$ cat src/hw/rtl/eflt_pkg.sv
// ----------------------------------------------------------------------------
// eflt_pkg: shared types, constants and float helpers
// Single-precision constants, sideband struct and round-to-nearest-even
// multiply/add functions used by the exp approximation pipeline.
// ----------------------------------------------------------------------------
package eflt_pkg;

    // Float constants as bit patterns
    localparam logic [31:0] F_L2E  = 32'h3FB8AA3B;
    localparam logic [31:0] F_LN2  = 32'h3F317218;
    localparam logic [31:0] F_P3   = 32'h3D2D7D7D;
    localparam logic [31:0] F_P2   = 32'h3E2AF080;
    localparam logic [31:0] F_P1   = 32'h3EFFF205;
    localparam logic [31:0] F_P0   = 32'h3F80016A;
    localparam logic [31:0] F_ONE  = 32'h3F800000;
    localparam logic [31:0] F_HALF = 32'h3F000000;
    localparam logic [31:0] F_QNAN = 32'h7FC00000;
    localparam logic [31:0] F_PINF = 32'h7F800000;
    localparam logic [31:0] F_ZERO = 32'h00000000;
    // -127.0 magnitude, and biased exponent of 128.0
    localparam logic [30:0] U_LOW_MAG = 31'h42FE0000;
    localparam logic [7:0]  U_HI_EXP  = 8'd134;
    localparam logic [7:0]  EXP_BIAS  = 8'd127;
    localparam logic [7:0]  EXP_MAX   = 8'hFF;

    // Cycles from accepted transaction to result strobe
    localparam int LATENCY = 14;

    // Special-case codes
    localparam logic [1:0] SPEC_NONE = 2'd0;
    localparam logic [1:0] SPEC_NAN  = 2'd1;
    localparam logic [1:0] SPEC_INF  = 2'd2;
    localparam logic [1:0] SPEC_ZERO = 2'd3;

    // Sideband that travels with each item
    typedef struct packed {
        logic [31:0]        x;
        logic [31:0]        r;
        logic signed [7:0]  k;
        logic [1:0]         spec;
    } t_side;

    // Round value m * 2^e (e = weight of m[0], offset so that be = e+174-lz)
    function automatic logic [31:0] f_round(input logic s, input logic signed [11:0] e,
                                            input logic [47:0] m);
        logic [5:0]         lz;
        logic               found;
        logic [47:0]        mn;
        logic signed [12:0] be;
        logic [12:0]        sh;
        logic               st;
        logic               inc;
        logic [30:0]        mag;
        lz    = 6'd0;
        found = 1'b0;
        for (int i = 47; i >= 0; i--) begin
            if (!found && m[i]) begin
                lz    = 6'(47 - i);
                found = 1'b1;
            end
        end
        mn = m << lz;
        be = $signed({e[11], e}) + 13'sd174 - $signed({7'b0, lz});
        // subnormal: denormalize with sticky collapse
        if (be <= 13'sd0) begin
            sh = 13'(13'sd1 - be);
            if (sh >= 13'd48) begin
                st = |mn;
                mn = 48'd0;
            end else begin
                st = |(mn & ((48'd1 << sh) - 48'd1));
                mn = mn >> sh;
            end
            mn = mn | {47'd0, st};
            be = 13'sd0;
        end
        inc = mn[23] & ((|mn[22:0]) | mn[24]);
        mag = {be[7:0], mn[46:24]} + 31'(inc);
        if (m == 48'd0) begin
            return {s, 31'd0};
        end else if (be >= 13'sd255) begin
            return {s, EXP_MAX, 23'd0};
        end else begin
            return {s, mag};
        end
    endfunction

    // Single-precision multiply, RNE (a NaN or infinite operand gives infinity)
    function automatic logic [31:0] f_mul(input logic [31:0] a, input logic [31:0] b);
        logic               s;
        logic [7:0]         xa;
        logic [7:0]         xb;
        logic [47:0]        m;
        logic signed [11:0] e;
        s  = a[31] ^ b[31];
        xa = (a[30:23] == 8'd0) ? 8'd1 : a[30:23];
        xb = (b[30:23] == 8'd0) ? 8'd1 : b[30:23];
        m  = {24'd0, |a[30:23], a[22:0]} * {24'd0, |b[30:23], b[22:0]};
        e  = $signed({4'd0, xa}) + $signed({4'd0, xb}) - 12'sd300;
        if (a[30:23] == EXP_MAX || b[30:23] == EXP_MAX) begin
            return {s, EXP_MAX, 23'd0};
        end else begin
            return f_round(s, e, m);
        end
    endfunction

    // Single-precision add, RNE (a NaN or infinite operand is returned unchanged)
    function automatic logic [31:0] f_add(input logic [31:0] a, input logic [31:0] b);
        logic [31:0]        big;
        logic [31:0]        sml;
        logic [7:0]         xb;
        logic [7:0]         xs;
        logic [7:0]         d;
        logic [47:0]        mb;
        logic [47:0]        ms0;
        logic [47:0]        ms;
        logic [47:0]        m;
        logic signed [11:0] e;
        if (b[30:0] > a[30:0]) begin
            big = b;
            sml = a;
        end else begin
            big = a;
            sml = b;
        end
        xb  = (big[30:23] == 8'd0) ? 8'd1 : big[30:23];
        xs  = (sml[30:23] == 8'd0) ? 8'd1 : sml[30:23];
        d   = xb - xs;
        mb  = {1'b0, |big[30:23], big[22:0], 23'd0};
        ms0 = {1'b0, |sml[30:23], sml[22:0], 23'd0};
        // align smaller operand, keep shifted-out bits as sticky
        if (d >= 8'd48) begin
            ms = {47'd0, |ms0};
        end else begin
            ms = (ms0 >> d) | {47'd0, |(ms0 & ((48'd1 << d) - 48'd1))};
        end
        m = (big[31] ^ sml[31]) ? (mb - ms) : (mb + ms);
        e = $signed({4'd0, xb}) - 12'sd173;
        if (a[30:23] == EXP_MAX) begin
            return a;
        end else if (b[30:23] == EXP_MAX) begin
            return b;
        end else if (m == 48'd0) begin
            return {a[31] & b[31], 31'd0};
        end else begin
            return f_round(big[31], e, m);
        end
    endfunction

endpackage

$ cat src/hw/rtl/eflt_red_stg.sv
// ----------------------------------------------------------------------------
// eflt_red_stg: range reduction decode stage
// Truncates u to integer k, converts k back to float, and flags k out of
// range (overflow to infinity, underflow to zero).
// ----------------------------------------------------------------------------
module eflt_red_stg (
    input  logic                i_clk,
    input  logic                i_rst_n,
    input  logic                i_valid,
    input  logic [31:0]         i_u,
    input  eflt_pkg::t_side     i_side,
    output logic                o_valid,
    output logic [31:0]         o_kf,
    output eflt_pkg::t_side     o_side
);

    logic              r_valid;
    logic [31:0]       r_kf;
    eflt_pkg::t_side   r_side;
    logic [7:0]        w_mag;
    logic [7:0]        w_sh;
    logic signed [7:0] w_k;
    logic              w_hi;
    logic              w_lo;
    eflt_pkg::t_side   n_side;
    logic [31:0]       n_kf;

    // truncate toward zero; |u| < 128 on the in-range path
    always_comb begin
        w_sh  = 8'd150 - i_u[30:23];
        w_mag = (i_u[30:23] < eflt_pkg::EXP_BIAS) ? 8'd0
              : 8'(({1'b1, i_u[22:0]}) >> w_sh);
        w_k   = i_u[31] ? -$signed(w_mag) : $signed(w_mag);
    end

    // range checks on u
    assign w_hi = !i_u[31] && (i_u[30:23] >= eflt_pkg::U_HI_EXP);
    assign w_lo = i_u[31] && (i_u[30:0] >= eflt_pkg::U_LOW_MAG);

    // k back to float (exact)
    assign n_kf = eflt_pkg::f_round(i_u[31], 12'sd0, {40'd0, w_mag});

    always_comb begin
        n_side   = i_side;
        n_side.k = w_k;
        if (i_side.spec == eflt_pkg::SPEC_NONE) begin
            if (w_hi) begin
                n_side.spec = eflt_pkg::SPEC_INF;
            end else if (w_lo) begin
                n_side.spec = eflt_pkg::SPEC_ZERO;
            end
        end
    end

    // valid bit
    always_ff @(posedge i_clk) begin
        if (!i_rst_n) begin
            r_valid <= 1'b0;
        end else begin
            r_valid <= i_valid;
        end
    end

    // payload
    always_ff @(posedge i_clk) begin
        r_kf   <= n_kf;
        r_side <= n_side;
    end

    assign o_valid = r_valid;
    assign o_kf    = r_kf;
    assign o_side  = r_side;

endmodule

$ cat config.mk
export PLATFORM = sky130hd
export DESIGN_NAME = eflt_red_stg
export DESIGN_NICKNAME = d
export VERILOG_FILES = /design/src/hw/rtl/eflt_pkg.sv /design/src/hw/rtl/eflt_red_stg.sv
export SDC_FILE = /design/constraint.sdc
export NUM_CORES = 1
export LEC_CHECK = 0
export ABC_CLOCK_PERIOD_IN_PS = 5000
export BUFFER_PORTS_ARGS = -buffer_cell sky130_fd_sc_hd__buf_2
export CORE_ASPECT_RATIO = 1.75
export CORE_UTILIZATION = 44
export DETAILED_ROUTE_END_ITERATION = 7
export PLACE_DENSITY = 0.77
export SYNTH_ARGS = -nofsm -noshare
export SYNTH_HDL_FRONTEND = slang
export SYNTH_SLANG_ARGS = --single-unit
$ cat constraint.sdc
create_clock -name i_clk -period 5 [get_ports i_clk]
set_clock_uncertainty 0.2 [all_clocks]
set_input_delay 0.25 -clock i_clk [delete_from_list [all_inputs] [get_ports i_clk]]
set_output_delay 0.25 -clock i_clk [all_outputs]
set_load 0.005 [all_outputs]
## After elaboration in Yosys (flattened, before gate mapping)

Cells that the tools add are included.

| storage, ports and cells | value |
|---|---|
| register bits after elaboration | 107 |
| input bits | 109 |
| output and inout bits | 107 |
| logic and storage cells | 78 |

| operators by class | value |
|---|---|
| add/sub/neg operators | 6 |
| magnitude comparators | 6 |
| shifts and indexed selects | 4 |
| mux-type cells | 27 |
| bitwise logic cells | 4 |
| reductions and logical operators | 23 |

Operators by type and width:

| cell | count |
|---|---|
| $mux W47 | 3 |
| $reduce_or A48 Y1 | 2 |
| $and A48 B48 Y48 | 1 |
| $mux W6 | 8 |
| $shl A1 B13 Y48 const A | 1 |
| $shl A8 B6 Y48 | 1 |
| $shr A48 B13 Y47 | 1 |
| $sub A48 B1 Y48 const B | 1 |
| $or A47 B1 Y47 | 1 |
| $add A31 B1 Y31 | 1 |
| $ge A31 B31 Y1 const B | 1 |
| $mux W31 | 1 |
| $shr A24 B8 Y8 | 1 |
| $reduce_or A23 Y1 | 1 |
| $mux W8 | 2 |
| $ge A13 B6 Y1 const B | 1 |
| $ge A13 B9 Y1 const B | 1 |
| $mux W13 | 1 |
| $sub A2 B9 Y10 const A | 1 |
| $le A9 B1 Y1 const B | 1 |
| $logic_and A1 B1 Y1 | 9 |
| $mux W1 | 9 |
| $sub A8 B6 Y9 const A | 1 |
| $ge A8 B8 Y1 const B | 1 |
| other kinds (10) | 19 |

## Logic depth before layout (Yosys ltp)

Gate-level depths: netlist of run 1.

| logic depth | value |
|---|---|
| depth after elaboration | 40 |
| gate-level depth with buffers | 27 |
| gate-level depth less buffers | 21 |

## Least setup slack after synthesis of run 1

No wires, ideal clock.

| path | value |
|---|---|
| kind | in2reg |
| from | in i_u[23] |
| to | reg r_kf[18] (netlist: o_kf[18]) |
| setup time | 0.067 ns |
| arrival | 5.135 ns |
| data required time | 4.733 ns |
| setup slack | -0.402 ns |
| stages | 23 |
| path buffers | 5 |
| cell sequence | buf_2 > clkinv_1 > ha_1 > buf_4 > buf_6 > or4_1 > a21oi_1 > nor4_1 > a221o_1 > a221o_1 > clkbuf_1 > a211oi_1 > o2bb2ai_1 > buf_2 > ha_1 > inv_1 > xnor2_1 > ha_1 > nand4_1 > a21oi_2 > nand2_1 > a211o_1 > o21ai_2 |

| between the ends | value |
|---|---|
| word-level cells in the longest chain between the ends | 39 |
| elaborated cells on any way between the ends | 58 |
| classes of those cells | 5 x add/sub; 4 x order compare; 4 x shift; 22 x mux; 4 x bitwise; 19 x reduce/logical |

Ends and longest elaborated chain:

| item | line | source |
|---|---|---|
| start, declared | eflt_red_stg.sv:10 | `input logic [31:0] i_u,` |
| $sub A8 B8 Y8 | eflt_red_stg.sv:30 | `w_sh = 8'd150 - i_u[30:23];` |
| $shr A24 B8 Y8 | eflt_red_stg.sv:32 | `: 8'(({1'b1, i_u[22:0]}) >> w_sh);` |
| $mux W8 * | eflt_red_stg.sv:31 | `w_mag = (i_u[30:23] < eflt_pkg::EXP_BIAS) ? 8'd0` |
| $mux W1 | eflt_pkg.sv:57 | `if (!found && m[i]) begin` |
| $logic_not A1 Y1 | eflt_pkg.sv:57 |  |
| $logic_and A1 B1 Y1 | eflt_pkg.sv:57 |  |
| $mux W1 | eflt_pkg.sv:57 |  |
| $logic_not A1 Y1 | eflt_pkg.sv:57 |  |
| [23 not listed] | -- |  |
| $mux W1 | eflt_pkg.sv:67 | `if (sh >= 13'd48) begin` |
| $mux W1 | eflt_pkg.sv:65 | `if (be <= 13'sd0) begin` |
| $or A47 B1 Y47 | eflt_pkg.sv:74 | `mn = mn \| {47'd0, st};` |
| $mux W47 | eflt_pkg.sv:65 |  |
| $reduce_or A23 Y1 | eflt_pkg.sv:77 | `inc = mn[23] & ((\|mn[22:0]) \| mn[24]);` |
| $or A1 B1 Y1 | eflt_pkg.sv:77 |  |
| $and A1 B1 Y1 | eflt_pkg.sv:77 |  |
| $add A31 B1 Y31 | eflt_pkg.sv:78 | `mag = {be[7:0], mn[46:24]} + 31'(inc);` |
| end signal, assigned | eflt_red_stg.sv:66 | `r_kf <= n_kf;` |
| end, declared | eflt_red_stg.sv:18 | `logic [31:0] r_kf;` |

Every way passes the cells marked *; elsewhere a longest branch is shown, timed or not. The select of a mux whose other input is x is not followed.
A chain may end at the register's enable or synchronous reset.

## Worst setup path after layout of run 1

| path | value |
|---|---|
| from | in i_u[23] |
| to | reg r_kf[17] (netlist: o_kf[17]) |

Same word-level chain as after synthesis.

==> results of run 1 <==
-- routing by layer --
metal	vias up	share of wire	wire [um]
met5	-	0	0
met4	0	0.077	1550
met3	94	0.053	1080
met2	305	0.57	11500
met1	2652	0.30	6120
li1	2629	-	-
-- through the flow --
step           TNS (ns)  hold WS, ns  std cells  setup WS, ns
5_1_grt         -0.0183        0.296       1001       -0.0183
6_report              0        0.235       1001         0.248
4_1_cts               0        0.232       1001         0.295
2_1_floorplan         0       0.0777        509       0.00282
3_5_place_dp    -0.0740        0.154        916       -0.0444
3_3_place_gp          0        0.152        916        0.0533
-- logic make-up after synthesis --
kind of cell,after synthesis
fa+ha+maj,12
compound gates,132
simple gates,142
flops,107
buf+inv,43
mux,50
xor+xnor,12
other cells,1
-- final cells by class --
cell class                 instances  area [um^2]  area share
multi-input combinational        359         2850       0.357
clock buffer                       9          225      0.0282
clock inverter                     7         80.1      0.0100
inverter                          16         65.1     0.00816
sequential                       107         2140       0.269
timing repair buffer             371         2450       0.307
tap                              132          165      0.0207
-- timing repair --
item	4_1_cts	5_1_grt
gates resized for setup	0	3
hold buffers	69	0
hold endpoints to repair	68	0
endpoints found under the setup margin	0	4
-- final timing paths --
path | start | end | cells past startpoint
max | i_u[23] | o_kf[17] | 19
min | i_u[30] | o_side[1] | 5
-- sequential cells by signal (all words and copies together), names as in the netlist --
| signal | count |
|---|---|
| o_valid | 1 |
| o_side | 74 |
| o_kf | 32 |
-- layout by cell type, fill, tap and decap left out, drive strengths merged, types with 12 or more instances in the layout --
master / netlist / layout
buf: 20 / 302
o21ai: 21 / 21
dfxtp: 107 / 107
nand2: 23 / 23
nor2: 23 / 23
inv: 14 / 17
ha: 12 / 12
a21oi: 23 / 23
dlygate4sd3: 0 / 69
mux2i: 22 / 22
nand3: 18 / 18
nor3: 16 / 16
mux4: 17 / 17
-- power by group --
group          total [W]  switching, W  internal, W
clock network   0.000721      0.000364     0.000357
registers       0.000927     0.0000195     0.000908
logic           0.000684      0.000350     0.000334
total            0.00233      0.000734      0.00160
-- cells in the mapped netlist (3+ instances only) --
master,instances
nor2_1,23
mux2_2,11
a31oi_1,7
a21oi_1,22
a41oi_1,3
a211oi_1,7
mux4_2,17
buf_2,12
clkbuf_1,7
nand4_1,6
o21ai_0,12
and3_1,6
a21o_1,3
ha_1,12
nor3_1,15
buf_4,3
nand3_1,17
a222oi_1,3
o21ai_2,4
buf_6,3
or4_1,4
or2_2,3
o2111ai_1,3
o22ai_1,5
dfxtp_1,107
xnor2_1,10
nand2_1,23
nor3b_1,3
inv_1,12
o211ai_1,8
nand2b_1,7
nor2b_1,7
nor4_1,6
and2_1,9
o31ai_1,4
mux2i_1,22
o21ai_1,5
o311a_1,3
a211o_1,3
==> metrics.md, run 1 <==
| Metric | Value |
|---|---|
| Status | `finished clean` |
| Final Instance Area | `0.00798 mm^2` |
| Maximum clock path buffer count | `2` |
| Unrepaired setup endpoints after global routing | `yes` |
| Vias | `5680` |
| Total grt overflow | `0` |
| Root buf cell | `clkbuf_16` |
| Die Y | `145 um` |
| Worst-path clk slew | `0.08 ns` |
| Vias/cell | `5.67` |
| Crit path max fanout | `5` |
| Top cells by area, synth | `dfxtp_1 (42%), mux4_2 (7.5%), mux2i_1 (4.3%), ha_1 (2.9%), mux2_2 (2.4%)` |
| Mapped cell area | `0.00513 mm^2` |
| F_max | `0.210 GHz` |
| Final Critical Period | `4.75 ns` |
| Yosys warnings | `0` |
| Layout cells sized above 1 | `0.436` |
| PwrDens | `292 mW/mm^2` |
| Leakage power | `3.71 nW` |
| CTS tree | `built` |
| # diodes | `0` |
| Ys flop type | `dfxtp_1` |
| GRT Util Overall | `0.330` |
| Worst VDD drop | `516 uV` |
| Area leader, netlist | `dfxtp_1` |
| Die area | `0.0121 mm^2` |
| Worst Path Arrival | `4.83 ns` |
| Post-Synth XOR/XNOR Area | `0.0205` |
| Worst Setup End Kind | `flip-flop` |
| Slowest Stage Delay on Critical Path | `0.53 ns` |
| Synth Area in Adders | `0.0293` |
| IO Pins | `216` |
| Routing usage on met2 | `0.668` |
| Slew @ Worst Pin | `0.613 ns` |
| H-tree levels | `3` |
| Met3 Usage GRT | `0.0505` |
| Data required time at the worst endpoint | `5.08 ns` |
| Final WL | `20.3 mm` |
| Die X-Extent | `83.6 um` |
| Pin count of the biggest net entering global routing | `37` |
| GPL Wtd Cong | `0.966` |
| Antenna-violating nets left | `0` |
| Hold Crit Class | `primary input to flip-flop` |
| Final total power | `0.00233 W` |
| Fin util | `0.710` |
| Simple logic cell fraction of the synthesized area | `0.151` |
| Asr flop ratio synth | `0` |
| Post-synthesis mux area share | `0.142` |
| Final hold violations | `0` |
| Top cell type's share of synthesized area | `0.418` |
| Wire length per cell | `20.3 um` |
| Syn Inst Count | `499` |
| # rows | `51` |
| Dpl cell area | `0.00697 mm^2` |
| Post-synth EDFFs | `0` |
| Clock tree sinks | `107` |
| Vias in the first global route | `5968` |
| Drt initial violations | `234` |
| First-pass GRT wire length | `30.8 mm` |
| Max-cap violations | `0` |
| Total CTS buffers | `9` |
| Fillers | `812` |
| Top Usage Layer GRT | `met2` |
| Buf/Inv on CP | `4` |
| Area growth, synth to finish | `55.6%` |
| Drc violations | `0` |
| Main combinational cell family by area after synthesis | `compound AO/OA/AOI/OAI gates` |
| Port Buf Inserts | `207` |
| Initial antenna violation count | `0` |
| DP HPWL | `13.8 mm` |
| Distinct cells, synth | `84` |
| Final setup vio count | `0` |
| Drt first pass iters | `6` |
| Nets | `985` |
| Rel. slew slack | `0.588` |
| Startpoint type of the worst setup path | `primary input` |
| Complex-gate fraction of the synthesized area | `0.198` |
| Slew Limit Fails | `0` |
| Critical path's slowest cell | `or4_1` |
| Met1 usage | `0.279` |
| Seq cells post-synth | `107` |
| Syn Area/Cell | `10.3 um^2` |
| Crit path kind | `primary input to flip-flop` |
| Fin crit share | `0.950` |
| Starting density of the core | `0.457` |
| Delay-heaviest family, CP | `simple AND/OR/NAND/NOR gates` |
| Core ar. | `0.0112 mm^2` |
| Post-synthesis sequential area ratio | `0.418` |
| Buffer count from post-CTS setup fixing | `0` |
| Critical-path cell list | `buf_2 -> ha_1 -> or4_1 -> o22a_1 -> o311a_1 -> or4_1 -> a311o_1 -> nor3_2 -> buf_4 -> o21ai_2 -> inv_2 -> ha_2 -> inv_2 -> xnor2_2 -> ha_1 -> nand4_1 -> a21oi_2 -> or3b_1 -> a31oi_1` |
No activity file was read; power rests on OpenSTA's default activity.
==> inputs of run 2 (changes only) <==
--- a/config.mk
+++ b/config.mk
@@ -7,7 +7,6 @@
 export LEC_CHECK = 0
 export ABC_CLOCK_PERIOD_IN_PS = 5000
 export BUFFER_PORTS_ARGS = -buffer_cell sky130_fd_sc_hd__buf_2
-export CORE_ASPECT_RATIO = 1.75
 export CORE_UTILIZATION = 44
 export DETAILED_ROUTE_END_ITERATION = 7
 export PLACE_DENSITY = 0.77
==> run 2 against run 1 <==
Against the previous run: maximum frequency rose by 0.42%; count of clock-buffer cells in the layout did not move; design area fell by 2.7%; sequential power barely moved; worst hold slack improved by 0.10 ns; highest routed layer unchanged; first-iteration DRC count rose by 89%; core utilization fell by 2.8 points; non-clock buffer count fell by 35; power fell by 2.3%; die area fell by 0.13%; largest cell class unchanged; critical path depth rose by 1.
==> metrics.md, run 2 (same netlist as run 1, synthesis figures left out) <==
| Metric | Value |
|---|---|
| Critical path's slowest cell | `mux4_2` |
| Vias | `5515` |
| Slowest Stage Delay on Critical Path | `0.48 ns` |
| Final total power | `0.00228 W` |
| Crit path max fanout | `24` |
| Commonest non-fill, non-tap cell in the layout | `buf_2` |
| Die Y | `110 um` |
| Clock power share | `0.320` |
| Worst Setup End Kind | `flip-flop` |
| Slew @ Worst Pin | `0.682 ns` |
| Nets | `950` |
| Fillers | `886` |
| Internal power | `0.00157 W` |
| Max-cap violations | `0` |
| Startpoint type of the worst setup path | `primary input` |
| Fin util | `0.682` |
| GRT Util Overall | `0.314` |
| Hold Crit Class | `primary input to flip-flop` |
| Die area | `0.0121 mm^2` |
| Final setup vio count | `0` |
| H-tree levels | `3` |
| Slew Limit Fails | `0` |
| Vias/cell | `5.64` |
| Fin crit share | `0.946` |
| Drt initial violations | `443` |
| Register Area | `0.00214 mm^2` |
| Vias in the first global route | `5300` |
| Buffer count from post-CTS setup fixing | `0` |
| Drt first pass iters | `8` |
| Die X-Extent | `110 um` |
| Critical Path Most Common Cell | `ha_1` |
| Final WL | `19.4 mm` |
| Final Critical Period | `4.73 ns` |
| Worst-path clk slew | `0.09 ns` |
| DP HPWL | `13.8 mm` |
| PwrDens | `294 mW/mm^2` |
| Wire length per cell | `19.9 um` |
| Total grt overflow | `0` |
| Rel. slew slack | `0.542` |
| Antenna-violating nets left | `0` |
| Hold slack final | `0.336 ns` |
| Port Buf Inserts | `207` |
| CTS tree | `built` |
| Crit path kind | `primary input to flip-flop` |
| Comb power frac | `0.274` |
| Final hold violations | `0` |
| Unrepaired setup endpoints after global routing | `no` |
| Data required time at the worst endpoint | `5.06 ns` |
| Final Non-Filler Cells | `978` |
| GPL Wtd Cong | `0.912` |
| Core ar. | `0.0114 mm^2` |
| Buf/Inv on CP | `4` |
| Leakage power | `3.55 nW` |
| Final Instance Area | `0.00776 mm^2` |
| Maximum clock path buffer count | `2` |
| Most frequent cells in the layout | `buf_2 (207), dfxtp_1 (107), dlygate4sd3_1 (70), buf_4 (57), nor2_1 (23)` |
| Root buf cell | `clkbuf_16` |
| Area of the multi-input gates | `0.00285 mm^2` |
| IO Pins | `216` |
| Drc violations | `0` |
| Placed Instances | `891` |
| Dpl cell area | `0.00673 mm^2` |
| Critical-path cell list | `buf_2 -> clkinv_4 -> ha_1 -> buf_12 -> mux2i_1 -> mux4_2 -> a222oi_1 -> mux2_2 -> nor2b_1 -> o311ai_2 -> o2bb2ai_2 -> ha_2 -> inv_2 -> xnor2_2 -> ha_1 -> nand4_1 -> a211oi_1 -> and2_1 -> nand2_1 -> nor3_1` |
| Flop pwr share | `0.406` |
| Status | `finished clean` |
| Area growth, synth to finish | `51.3%` |
| Delay-heaviest family, CP | `compound AO/OA/AOI/OAI gates` |
| Worst Path Arrival | `4.79 ns` |
| Pin count of the biggest net entering global routing | `31` |
| Worst VDD drop | `264 uV` |
| Initial antenna violation count | `1` |
| F_max | `0.211 GHz` |
| Total CTS buffers | `9` |
| Clock tree sinks | `107` |
| Switching Share | `0.313` |
| Starting density of the core | `0.451` |
| Max reg flops | `74` |
| P_sw | `0.000712 W` |
| Layout cells sized above 1 | `0.410` |
| # rows | `39` |
| First-pass GRT wire length | `28.2 mm` |
[run 2: cell count changes in the layout (fill, tap and decap cells not counted), sizes merged]
cell,delta
buf,-36
clkinvlp,-1
diode,+1
dlygate4sd3,+1
inv,+1
[run 2: through the flow]
| stage | setup slack [ns] | setup TNS, ns |
|---|---|---|
| 2_1_floorplan | 0.00282 | 0 |
| 3_3_place_gp | 0.0305 | 0 |
| 3_5_place_dp | -0.0928 | -0.572 |
| 4_1_cts | 0.270 | 0 |
| 5_1_grt | 0.00480 | 0 |
| 6_report | 0.268 | 0 |
[run 2: layout make-up]
cell class / count / share of cell area
diodes: 1 / 0.000323
clock buffers: 9 / 0.0290
clock inverters: 7 / 0.0114
inverters: 16 / 0.00839
multi-input cells: 359 / 0.368
flip-flops and latches: 107 / 0.276
well taps: 143 / 0.0231
repair buffers: 336 / 0.284
[run 2: metal layers]
layer  part of all wire  routed length [um]  vias to the layer above  GRT usage
met5                  0                   0                        -          0
met2               0.49                9480                      293      0.550
met1               0.39                7620                     2618      0.369
li1                   -                   -                     2555          -
met4              0.037                 726                        0      0.136
met3              0.083                1610                       49     0.0628
[run 2: final timing paths]
check / endpoint / cells past startpoint / slack (ns) / startpoint
setup / recovery: o_kf[12] / 20 / 0.27 / i_u[23]
hold / removal: o_side[28] / 2 / 0.34 / i_side[28]
[run 2: power by group through the flow]
stage	clock network, W	logic [W]	registers [W]
6_report	0.000729	0.000624	0.000926
2_1_floorplan	0	0.000312	0.000950
3_5_place_dp	0	0.000561	0.000943
3_3_place_gp	0	0.000551	0.000942
4_1_cts	0.000729	0.000608	0.000923
5_1_grt	0.000774	0.000673	0.000931
[run 2: repair_timing]
item | 4_1_cts | 5_1_grt
hold buffers | 70 | 0
endpoints found under the hold margin | 68 | 0
gates resized for setup | 0 | 2
setup endpoints to repair | 0 | 7
